### config.mk
export PLATFORM = sky130hd
export DESIGN_NAME = calendar_clock_advance_flat
export DESIGN_NICKNAME = d
export VERILOG_FILES = /design/src/hw/rtl/cca_pkg.sv /design/src/hw/rtl/cca_ifs.sv /design/src/hw/rtl/cca_cell.sv /design/src/hw/rtl/cca_epoch.sv /design/src/hw/rtl/calendar_clock_advance.sv /design/src/flat_wrapper.sv
export SDC_FILE = /design/constraint.sdc
export NUM_CORES = 1
export LEC_CHECK = 0
export ABC_AREA = 1
export BUFFER_PORTS_ARGS = -buffer_cell sky130_fd_sc_hd__buf_2
export CAP_MARGIN = 10
export CORE_ASPECT_RATIO = 0.75
export CORE_UTILIZATION = 50
export CTS_BUF_LIST = sky130_fd_sc_hd__clkbuf_2
export DETAILED_ROUTE_END_ITERATION = 12
export GPL_TIMING_DRIVEN = 0
export PLACE_DENSITY = 0.76
export SYNTH_ARGS = -nofsm -noshare
export SYNTH_HDL_FRONTEND = slang
export SYNTH_SLANG_ARGS = --single-unit
export TNS_END_PERCENT = 50
### constraint.sdc
create_clock -name clk -period 6.1 [get_ports clk]
set_input_delay 0.61 -clock clk [delete_from_list [all_inputs] [get_ports clk]]
set_output_delay 0.61 -clock clk [all_outputs]
set_load 0.005 [all_outputs]
### src/hw/rtl/cca_pkg.sv
`default_nettype none

package cca_pkg;

	localparam logic [1:0] OP_TICK = 2'd0;
	localparam logic [1:0] OP_DAY  = 2'd1;
	localparam logic [1:0] OP_LOAD = 2'd2;

	localparam logic [16:0] SECS_PER_DAY = 17'd86400;

	// reset values, 1 jan 1970, a thursday
	localparam logic [5:0]  RST_SECOND  = 6'd0;
	localparam logic [5:0]  RST_MINUTE  = 6'd0;
	localparam logic [4:0]  RST_HOUR    = 5'd0;
	localparam logic [2:0]  RST_WEEKDAY = 3'd5;
	localparam logic [4:0]  RST_MDAY    = 5'd1;
	localparam logic [8:0]  RST_YDAY    = 9'd1;
	localparam logic [3:0]  RST_MONTH   = 4'd1;
	localparam logic [15:0] RST_YEAR    = 16'd1970;

	localparam logic [6:0]  LIM_SECOND  = 7'd60;
	localparam logic [6:0]  LIM_MINUTE  = 7'd60;
	localparam logic [5:0]  LIM_HOUR    = 6'd24;
	localparam logic [3:0]  LIM_WEEKDAY = 4'd8;
	localparam logic [4:0]  LIM_MONTH   = 5'd13;
	localparam logic [9:0]  LIM_YDAY_LEAP = 10'd367;
	localparam logic [9:0]  LIM_YDAY_NORM = 10'd366;
	localparam logic [16:0] LIM_YEAR    = 17'h10000;

	// multiplicative inverse of 25 mod 2^16, and the largest multiple quotient
	localparam logic [15:0] INV25    = 16'd23593;
	localparam logic [15:0] MAX_Q25  = 16'd2621;

	localparam logic [4:0] MONTH_LEN [13] = '{5'd0, 5'd31, 5'd28, 5'd31, 5'd30, 5'd31,
		5'd30, 5'd31, 5'd31, 5'd30, 5'd31, 5'd30, 5'd31};

	typedef struct packed {
		logic [1:0]         op;
		logic [5:0]         load_second;
		logic [5:0]         load_minute;
		logic [4:0]         load_hour;
		logic [2:0]         load_weekday;
		logic [4:0]         load_mday;
		logic [8:0]         load_yday;
		logic [3:0]         load_month;
		logic [15:0]        load_year;
		logic signed [63:0] load_epoch;
	} cca_cmd_t;

	typedef struct packed {
		logic [5:0]         sec_out;
		logic [5:0]         min_out;
		logic [4:0]         hour_out;
		logic [2:0]         weekday_out;
		logic [4:0]         mday_out;
		logic [8:0]         yday_out;
		logic [3:0]         month_out;
		logic [15:0]        year_out;
		logic signed [63:0] epoch_out;
	} cca_time_t;

	// gregorian rule; divisibility by 25 via inverse multiply
	function automatic logic is_leap(input logic [15:0] y);
		logic [31:0] prod;
		logic        div25;
		prod  = 32'(y) * 32'(INV25);
		div25 = (prod[15:0] <= MAX_Q25);
		return (y[1:0] == 2'd0) && (!div25 || (y[3:0] == 4'd0));
	endfunction

	function automatic logic [4:0] month_days(input logic [3:0] m, input logic leap);
		logic [4:0] d;
		if (m == 4'd0 || m > 4'd12) begin
			d = 5'd31;
		end else if (m == 4'd2 && leap) begin
			d = 5'd29;
		end else begin
			d = MONTH_LEN[m];
		end
		return d;
	endfunction

endpackage

`default_nettype wire

### src/hw/rtl/cca_ifs.sv
`default_nettype none

interface cca_cmd_if;
	logic               valid;
	logic               ready;
	cca_pkg::cca_cmd_t  data;
	modport source (output valid, output data, input ready);
	modport sink (input valid, input data, output ready);
endinterface

interface cca_time_if;
	logic               valid;
	logic               ready;
	cca_pkg::cca_time_t data;
	modport source (output valid, output data, input ready);
	modport sink (input valid, input data, output ready);
endinterface

`default_nettype wire

### src/hw/rtl/cca_cell.sv
`default_nettype none

module cca_cell #(
	parameter int W = 6,
	parameter logic [W-1:0] START = '0,
	parameter logic [W-1:0] RST = '0
) (
	input  wire logic         clk,
	input  wire logic         arst_n,
	input  wire logic         en,
	input  wire logic         ld,
	input  wire logic [W-1:0] ld_val,
	input  wire logic         inc,
	input  wire logic [W:0]   limit,
	output logic [W-1:0]      val,
	output logic              carry
);

	logic [W-1:0] val_q;
	logic [W:0]   raised;

	assign raised = {1'b0, val_q} + {{W{1'b0}}, 1'b1};
	assign carry  = inc && (raised >= limit);
	assign val    = val_q;

	always_ff @(posedge clk or negedge arst_n) begin
		if (!arst_n) begin
			val_q <= RST;
		end else if (en) begin
			if (ld) begin
				val_q <= ld_val;
			end else if (carry) begin
				val_q <= START;
			end else if (inc) begin
				val_q <= raised[W-1:0];
			end
		end
	end

endmodule

`default_nettype wire

### src/hw/rtl/cca_epoch.sv
`default_nettype none

module cca_epoch (
	input  wire logic               clk,
	input  wire logic               arst_n,
	input  wire logic               en,
	input  wire logic               ld,
	input  wire logic signed [63:0] ld_val,
	input  wire logic               tick,
	input  wire logic               day,
	output logic signed [63:0]      epoch
);
	import cca_pkg::*;

	logic signed [63:0] epoch_q;
	logic [16:0]        step;

	always_comb begin
		step = '0;
		if (tick) begin
			step = 17'd1;
		end else if (day) begin
			step = SECS_PER_DAY;
		end
	end

	always_ff @(posedge clk or negedge arst_n) begin
		if (!arst_n) begin
			epoch_q <= '0;
		end else if (en) begin
			if (ld) begin
				epoch_q <= ld_val;
			end else begin
				epoch_q <= epoch_q + signed'({47'd0, step});
			end
		end
	end

	assign epoch = epoch_q;

endmodule

`default_nettype wire

### src/hw/rtl/calendar_clock_advance.sv
// the result word for an accepted command is offered in the cycle after it is accepted
// throughput: one command per cycle; the carry runs through the whole row of
//   counter cells (second to year) and the 64-bit epoch adder in that cycle
// a waiting result word holds off the next command until it is taken
// reset (arst_n low): 00:00:00 thursday 1 jan 1970, day of year 1, epoch 0
`default_nettype none

module calendar_clock_advance (
	input wire logic   clk,
	input wire logic   arst_n,
	cca_cmd_if.sink    cmd,
	cca_time_if.source tim
);
	import cca_pkg::*;

	logic accept;
	logic vld_q;
	logic ld, tick, day;
	logic leap;
	logic day_inc;
	logic c_sec, c_min, c_hour, c_wday, c_mday, c_month, c_yday, c_year;
	logic [5:0] mday_lim;
	logic [9:0] yday_lim;

	assign cmd.ready = !vld_q || tim.ready;
	assign accept    = cmd.valid && cmd.ready;

	assign ld   = (cmd.data.op == OP_LOAD);
	assign tick = (cmd.data.op == OP_TICK);
	assign day  = (cmd.data.op == OP_DAY);

	assign leap     = is_leap(tim.data.year_out);
	assign mday_lim = {1'b0, month_days(tim.data.month_out, leap)} + 6'd1;
	assign yday_lim = leap ? LIM_YDAY_LEAP : LIM_YDAY_NORM;
	assign day_inc  = day || c_hour;

	cca_cell #(.W(6), .START(6'd0), .RST(RST_SECOND)) u_sec (
		.clk, .arst_n, .en(accept), .ld, .ld_val(cmd.data.load_second),
		.inc(tick), .limit(LIM_SECOND), .val(tim.data.sec_out), .carry(c_sec)
	);

	cca_cell #(.W(6), .START(6'd0), .RST(RST_MINUTE)) u_min (
		.clk, .arst_n, .en(accept), .ld, .ld_val(cmd.data.load_minute),
		.inc(c_sec), .limit(LIM_MINUTE), .val(tim.data.min_out), .carry(c_min)
	);

	cca_cell #(.W(5), .START(5'd0), .RST(RST_HOUR)) u_hour (
		.clk, .arst_n, .en(accept), .ld, .ld_val(cmd.data.load_hour),
		.inc(c_min), .limit(LIM_HOUR), .val(tim.data.hour_out), .carry(c_hour)
	);

	// weekday carry goes nowhere, the week has no neighbour
	cca_cell #(.W(3), .START(3'd1), .RST(RST_WEEKDAY)) u_wday (
		.clk, .arst_n, .en(accept), .ld, .ld_val(cmd.data.load_weekday),
		.inc(day_inc), .limit(LIM_WEEKDAY), .val(tim.data.weekday_out), .carry(c_wday)
	);

	cca_cell #(.W(5), .START(5'd1), .RST(RST_MDAY)) u_mday (
		.clk, .arst_n, .en(accept), .ld, .ld_val(cmd.data.load_mday),
		.inc(day_inc), .limit(mday_lim), .val(tim.data.mday_out), .carry(c_mday)
	);

	cca_cell #(.W(4), .START(4'd1), .RST(RST_MONTH)) u_month (
		.clk, .arst_n, .en(accept), .ld, .ld_val(cmd.data.load_month),
		.inc(c_mday), .limit(LIM_MONTH), .val(tim.data.month_out), .carry(c_month)
	);

	cca_cell #(.W(9), .START(9'd1), .RST(RST_YDAY)) u_yday (
		.clk, .arst_n, .en(accept), .ld, .ld_val(cmd.data.load_yday),
		.inc(day_inc), .limit(yday_lim), .val(tim.data.yday_out), .carry(c_yday)
	);

	// year wraps to zero past 65535
	cca_cell #(.W(16), .START(16'd0), .RST(RST_YEAR)) u_year (
		.clk, .arst_n, .en(accept), .ld, .ld_val(cmd.data.load_year),
		.inc(c_yday), .limit(LIM_YEAR), .val(tim.data.year_out), .carry(c_year)
	);

	cca_epoch u_epoch (
		.clk, .arst_n, .en(accept), .ld, .ld_val(cmd.data.load_epoch),
		.tick, .day, .epoch(tim.data.epoch_out)
	);

	always_ff @(posedge clk or negedge arst_n) begin
		if (!arst_n) begin
			vld_q <= 1'b0;
		end else if (accept) begin
			vld_q <= 1'b1;
		end else if (tim.ready) begin
			vld_q <= 1'b0;
		end
	end

	assign tim.valid = vld_q;

	// terminal carries of the week and the year row are not used further
	logic unused_carries;
	assign unused_carries = c_wday ^ c_month ^ c_year;

endmodule

`default_nettype wire

### src/flat_wrapper.sv
// flat-port wrapper written by rule: the top's interface ports become plain ports
module calendar_clock_advance_flat import cca_pkg::*;
  (clk, arst_n, cmd_valid, cmd_data, cmd_ready, tim_valid, tim_data, tim_ready);
  cca_cmd_if cmd_i ();
  cca_time_if tim_i ();
  input wire logic clk;
  input wire logic arst_n;
  input wire logic [$bits(cmd_i.valid)-1:0] cmd_valid;
  input wire logic [$bits(cmd_i.data)-1:0] cmd_data;
  output wire logic [$bits(cmd_i.ready)-1:0] cmd_ready;
  output wire logic [$bits(tim_i.valid)-1:0] tim_valid;
  output wire logic [$bits(tim_i.data)-1:0] tim_data;
  input wire logic [$bits(tim_i.ready)-1:0] tim_ready;
  assign cmd_i.valid = cmd_valid;
  assign cmd_i.data = cmd_data;
  assign cmd_ready = cmd_i.ready;
  assign tim_valid = tim_i.valid;
  assign tim_data = tim_i.data;
  assign tim_i.ready = tim_ready;
  calendar_clock_advance u_core (.clk(clk), .arst_n(arst_n), .cmd(cmd_i), .tim(tim_i));
endmodule
== Word level (Yosys, flattened, before mapping) ==
Memory sizes are Yosys's and may differ from the RTL's.
Index checks and enable logic that the tools add are counted.

* Memories: 1
* Bits in registers: 119
* ROM bits: 80
* Logic and storage cells: 109
* Output and inout bits: 120
* Input port bits: 124

* Bitwise operators: 1
* $add $sub $neg: 10
* Reduce and logical (&&, ||, !) cells: 38
* Equality and inequality tests: 3
* $lt $le $gt $ge: 11
* Multipliers: 1
* Multiplexer cells: 34

{| class="wikitable"
|+ Memories
! name !! words !! bits a word !! read ports !! clocked after Yosys merged registers in !! wr ports !! RTL line !! text
|-
| (name not given) || 16 || 5 || 1 || 0 || 0 || cca_pkg.sv:78 || <nowiki>d = MONTH_LEN[m];</nowiki>
|}

{| class="wikitable"
|+ Operator list
! cell !! count
|-
| 64-bit by 18-bit adder with 64-bit output || 1
|-
| 64-bit 2-to-1 mux || 1
|-
| 5-bit 2-to-1 mux || 10
|-
| 16-bit 2-to-1 mux || 3
|-
| 6-bit 2-to-1 mux || 6
|-
| 17-bit 2-to-1 mux || 2
|-
| 9-bit 2-to-1 mux || 3
|-
| 3-bit nonzero test || 8
|-
| 5-bit by 1-bit adder with 6-bit output, second input constant || 3
|-
| 16-bit by 1-bit adder with 17-bit output, second input constant || 1
|-
| 17-bit >= comparator, second input constant || 1
|-
| 16-bit by 12-bit <= comparator with 1-bit output, second input constant || 1
|-
| 16-bit by 15-bit multiplier with 16-bit output, second input constant || 1
|-
| 2-bit AND reduction || 8
|-
| 6-bit by 1-bit adder with 7-bit output, second input constant || 2
|-
| 7-bit by 6-bit >= comparator with 1-bit output, second input constant || 2
|-
| 4-bit 2-to-1 mux || 3
|-
| 1-bit logical AND || 11
|-
| 9-bit by 1-bit adder with 10-bit output, second input constant || 1
|-
| 10-bit >= comparator || 1
|-
| 3-bit 2-to-1 mux || 3
|-
| 4-bit zero test || 2
|-
| 6-bit by 5-bit >= comparator with 1-bit output, second input constant || 1
|-
| 6-bit >= comparator || 1
|-
| 15 further kinds || 22
|}

== Longest topological paths before layout ==
* Word-level depth: 14
* Depth in mapped cells: 41
* Gate-level depth less buffers: 40

== Cells and area by module ==
A second synthesis with hierarchy kept.

* Cells, all modules: 2185
* Area total of the unflattened synthesis: 13581.8 um2

{| class="wikitable"
|+ By module, submodules not included
! module !! instances !! sequential area each (um2) !! area an instance (um2) !! cells each
|-
| cca_epoch || 1 || 1601.5 || 5723.0 || 1013
|-
| calendar_clock_advance || 1 || 25.0 || 2134.5 || 306
|-
| cca_cell at u_core.u_year || 1 || 409.1 || 1776.7 || 272
|-
| cca_cell at u_core.u_min ... || 2 || 150.1 || 641.9 || 99
|-
| cca_cell at u_core.u_yday || 1 || 226.5 || 897.1 || 128
|-
| cca_cell at u_core.u_mday || 1 || 126.4 || 519.2 || 79
|-
| cca_cell at u_core.u_hour || 1 || 125.1 || 501.7 || 75
|-
| cca_cell at u_core.u_month || 1 || 101.3 || 415.4 || 66
|-
| cca_cell at u_core.u_wday || 1 || 77.6 || 330.3 || 48
|}

== Worst setup path after synthesis ==
OpenSTA, ideal clock, no wires.

* Path type: register to register
* Start: reg u_core.u_year.val_q[2], in the netlist u_core.u_year.val[2]
* End: reg u_core.u_month.val_q[3], in the netlist u_core.u_month.val[3]
* Arrival: 5.673 ns
* Period minus slack after synthesis: 5.790 ns
* Path buffers: 0
* Setup time: 0.117 ns
* Required time: 5.983 ns
* Cell stages (with the launch flop): 34
* Slack: 0.310 ns
* Cells stage by stage: dfrtp_1 -> inv_1 -> ha_1 -> ha_1 -> inv_1 -> fa_1 -> fa_1 -> fa_1 -> inv_1 -> ha_1 -> ha_1 -> a21oi_1 -> o21a_1 -> nand3b_1 -> nand2_1 -> inv_1 -> nor2_1 -> nand3_1 -> nand3_1 -> nand2_1 -> nand2_1 -> ha_1 -> inv_1 -> ha_1 -> ha_1 -> nand2_1 -> inv_1 -> nand4_1 -> o2111ai_1 -> nand2_4 -> a21oi_4 -> inv_1 -> nand2_1 -> nand2_1

* Longest elaborated chain between the ends: 14
* Elaborated cells on any way between the ends: 17
* Those cells by class: add/sub: 1; mul: 1; order compare: 2; mux: 4; reduce/logical: 9

{| class="wikitable"
|+ RTL lines
! element !! RTL line !! text
|-
| start, declared || cca_cell.sv:19 || <nowiki>logic [W-1:0] val_q;</nowiki>
|-
| start signal, assigned || cca_cell.sv:31 || <nowiki>val_q <= ld_val;</nowiki>
|-
| start signal, assigned || cca_cell.sv:35 || <nowiki>val_q <= raised[W-1:0];</nowiki>
|-
| 16-bit by 15-bit multiplier with 16-bit output || cca_pkg.sv:66 || <nowiki>prod = 32'(y) * 32'(INV25);</nowiki>
|-
| 16-bit by 12-bit <= comparator with 1-bit output || cca_pkg.sv:67 || <nowiki>div25 = (prod[15:0] <= MAX_Q25);</nowiki>
|-
| 1-bit zero test || cca_pkg.sv:68 || <nowiki>return (y[1:0] == 2'd0) && (!div25 || (y[3:0] == 4'd0));</nowiki>
|-
| 1-bit logical OR (*) || cca_pkg.sv:68 ||
|-
| 1-bit logical AND (*) || cca_pkg.sv:68 ||
|-
| 1-bit logical AND (*) || cca_pkg.sv:75 || <nowiki>end else if (m == 4'd2 && leap) begin</nowiki>
|-
| 5-bit 2-to-1 mux (*) || cca_pkg.sv:75 ||
|-
| 5-bit 2-to-1 mux (*) || cca_pkg.sv:73 || <nowiki>if (m == 4'd0 || m > 4'd12) begin</nowiki>
|-
| 5-bit by 1-bit adder with 6-bit output (*) || calendar_clock_advance.sv:33 || <nowiki>assign mday_lim = {1'b0, month_days(tim.data.month_out, leap)} + 6'd1;</nowiki>
|-
| 6-bit >= comparator (*) || cca_cell.sv:23 || <nowiki>assign carry = inc && (raised >= limit);</nowiki>
|-
| 1-bit logical AND (*) || cca_cell.sv:23 ||
|-
| 1-bit logical AND || cca_cell.sv:23 ||
|-
| 3-bit nonzero test (no source line) / 4-bit 2-to-1 mux (equally long branches) || n/a ||
|-
| 2-bit AND reduction (no source line) / 4-bit 2-to-1 mux (equally long branches) || n/a ||
|-
| end signal, assigned || cca_cell.sv:31 ||
|-
| end signal, assigned || cca_cell.sv:35 ||
|-
| end, declared || cca_cell.sv:19 ||
|}

Mark *: on every way between the ends. The rest lies on a longest branch, timed or not.
A chain may end at the register's enable or synchronous reset.

== Worst setup path in the final report ==
* Start: reg u_core.u_year.val_q[2], in the netlist u_core.u_year.val[2]
* End: reg u_core.u_month.val_q[1], in the netlist u_core.u_month.val[1]

The elaborated chain is that of the path after synthesis.

==> metrics.md <==
| Metric | Value |
|---|---|
| First-pass GRT wire length | `69.0 mm` |
| Final Critical Period | `6.00 ns` |
| CTS tree | `built` |
| Setup total negative slack | `0 ns` |
| Gr ovfl total | `0` |
| Most frequent CP cell | `ha_4` |
| Peak Freq | `167 MHz` |
| DRT iter0 DRCs | `1826` |
| Flop2flop setup slack | `0.10 ns` |
| FP Rows | `47` |
| Clk buf depth | `2` |
| MaxCap Viol Count | `0` |
| Initial antenna violation count | `3` |
| Final core occ | `0.621` |
| Sw Ratio | `0.525` |
| Routed len/inst | `20.4 um` |
| WP data required | `6.76 ns` |
| DRC | `0` |
| Setup crit start kind | `register` |
| Via/cell ratio | `5.79` |
| Clock latency on the worst-skew pair | `0.76 ns` |
| Sequential share of the synthesized area | `0.265` |
| Post-DRT Antenna Nets | `0` |
| Final Skew | `0.0504 ns` |
| Worst Tran Pin Value | `1.14 ns` |
| Via count | `13100` |
| Post-Syn Area | `11300 um2` |
| Layout area overhead | `21.8%` |
| VDD IR max | `1120 uV` |
| Worst min-delay path class | `in -> reg` |
| Leading cell type by number of instances after synthesis | `nand2_1` |
| Slowest cell on the critical path | `fa_1` |
| Chip Height | `132 um` |
| Power Density | `655 nW/um2` |
| Int Power | `4.27 mW` |
| Clk slew on worst S/H paths | `0.25 ns` |
| Die Wd | `175 um` |
| Fin. Hold Viols | `0` |
| Setup-violating endpoint count in the final report | `0` |
| Placed Cells | `2211` |
| Initial Util | `0.510` |
| Largest delay share family, worst path | `adder cells` |
| Post-DP HPWL | `35.5 mm` |
| Total Power | `8.99 mW` |
| Num CTS Buffers | `17` |
| Combinational Power Share | `0.767` |
| WP data arrival | `6.66 ns` |
| Share of total power in sequential cells | `0.167` |
| I/O pin count | `244` |
| Clk pwr share | `0.066` |
| Mapped Avg Cell Area | `6.73 um2` |
| Max FO, Critical Path | `5` |
| Final worst setup slack | `0.102 ns` |
| Hold WS | `0.0849 ns` |
| Syn Inst Count | `1674` |
| LEAKAGE | `6.95 nW` |
| GRT Util Overall | `0.395` |
| Routed wire length | `46.3 mm` |
| Top-area cell type share of the netlist area | `0.238` |
| EDFF count, synth | `0` |
| PortBufs | `242` |
| Clk sinks | `119` |
| Fin crit share | `0.983` |
| Primary FF master, synth | `dfrtp_1` |
| Ys async rst share | `1.00` |
| Synth top area cells | `dfrtp_1 24%, nand2_1 15%, ha_1 10%, inv_1 7.1%, nor2_1 5.8%` |
| Vias in the first global route | `12000` |
| Full die area | `23200 um2` |
| Post-layout instance area | `13700 um2` |
| H-tree depth | `4` |
| Largest area contributor in the synthesized netlist | `dfrtp_1` |
| Pre-CTS WS | `-0.390 ns` |
| Crit-path max cell delay | `0.55 ns` |
| Synthesized net count | `1908` |
| Fill cells | `2095` |
| Relative slew slack | `0.238` |
| Net Switching | `4.72 mW` |
| Placer Congestion | `1.04` |
| Layout Nets | `2194` |
| Final instance count without filler cells | `2270` |
| Buf/Inv on CP | `9` |
| Library cells used by synthesis | `56` |
| WS Path Type | `reg -> reg` |
| Commonest cells post-synth | `442 x nand2_1, 214 x inv_1, 175 x nor2_1` |
| Flops & latches, synth | `119` |
| CTS Root Cell | `clkbuf_2` |
| Yosys Warn Count | `0` |
| Largest net degree at the start of global routing | `80` |
| DRT Pass-1 Iters | `9` |
| Outcome | `finished, final reports clean` |
| CORE AREA | `22100 um2` |
| Fin. max-slew vios | `0` |
| Layout cells sized above 1 | `0.213` |
| Crit end category | `register` |
| Area after DPL | `12900 um2` |
## timing repair
action                                  in CTS  in global routing
endpoints found under the setup margin      25                 34
resized for setup                           14                 66
setup buffers                               16                  7
pin swaps                                    9                 50
hold buffers                                 1                  0
endpoints found under the hold margin       40                  0
## power by group through the flow
stage | Combinational, mW | Sequential (mW) | Clock, mW
2_1_floorplan | 3.73 | 1.43 | 0
3_3_place_gp | 4.88 | 1.53 | 0
3_5_place_dp | 5.04 | 1.54 | 0
4_1_cts | 5.67 | 1.47 | 0.595
5_1_grt | 7.67 | 1.53 | 0.630
6_report | 6.90 | 1.50 | 0.591
## worst paths after layout
| check | start | to | depth (start not counted) |
|---|---|---|---|
| min | cmd_data[21] | u_core.u_epoch.epoch[21] | 3 |
| min in group asynchronous | arst_n | u_core.u_epoch.epoch[41] | 2 |
| max in group asynchronous | arst_n | u_core.u_year.val[9] | 3 |
| max reg2reg | u_core.u_year.val[2] | u_core.u_month.val[1] | 34 |
| min reg2reg | u_core.u_year.val[5] | u_core.u_year.val[5] | 2 |
| max | u_core.u_year.val[2] | u_core.u_month.val[1] | 34 |
## logic make-up (layout without fill, tap and decap cells)
group,Yosys count,count (layout),synth area share
buf+inv,267,566,0.0915
fa+ha+maj,110,110,0.134
other cells,0,3,0
simple gates,864,864,0.335
compound gates,258,258,0.130
flops,119,119,0.265
xor+xnor,56,56,0.0435
## final cells by class
class	instances	area, um2	area share
Timing Repair Buffer	267	1440	0.105
Clock buffer	17	85.1	0.00620
Clock inverter	15	166	0.0121
Buffer	47	200	0.0146
Antenna cell	3	7.51	0.000547
Inverter	220	833	0.0607
Multi-Input combinational cell	1288	7630	0.556
Sequential cell	119	3000	0.218
Tap cell	294	368	0.0268
## sequential cells by signal, indices dropped and copies added (netlist names)
register	cells
u_core.tim.valid	1
u_core.u_epoch.epoch	64
u_core.u_hour.val	5
u_core.u_mday.val	5
u_core.u_min.val	6
u_core.u_month.val	4
u_core.u_sec.val	6
u_core.u_wday.val	3
u_core.u_yday.val	9
u_core.u_year.val	16
## metal layers
metal  part of all wire  GRT usage  vias up  wire length (um)
met5                  0          0        -                 0
met2               0.40      0.548      826             18700
met1               0.44      0.592     6171             20500
li1                   -          -     6067                 -
met4              0.025      0.109        0              1140
met3               0.13      0.112       77              5940
## placed cells by master (no fill, tap or decap), types with 6 or more instances in the layout
cell / instances
dfrtp_1: 104
xnor2_1: 11
clkbuf_1: 38
clkbuf_2: 17
nand3_1: 122
o21ai_0: 101
nand3b_1: 11
nand4_1: 27
buf_2: 245
ha_4: 20
ha_1: 70
nand2_4: 7
inv_1: 200
nand3_2: 8
nor3_1: 32
a22oi_1: 12
a21oi_1: 69
nand2_2: 9
nor2_2: 7
o211ai_1: 17
inv_2: 17
nand2_1: 434
xor2_1: 45
dfstp_2: 12
o21ai_1: 15
buf_6: 7
nor4_1: 9
fa_1: 17
nor2_1: 173
buf_4: 19
or2_2: 6
o22ai_1: 18
## worst reg2reg max path, delay by kind of cell (launching register included)
family / cells / cell delay (ns)
AOI/OAI and AO/OA: 5 / 0.67
adders and majority gates: 10 / 2.98
buffers and inverters: 9 / 0.72
DFF: 1 / 0.51
and+or+nand+nor: 10 / 1.01
Note: power is estimated with default switching activity, not from simulation.
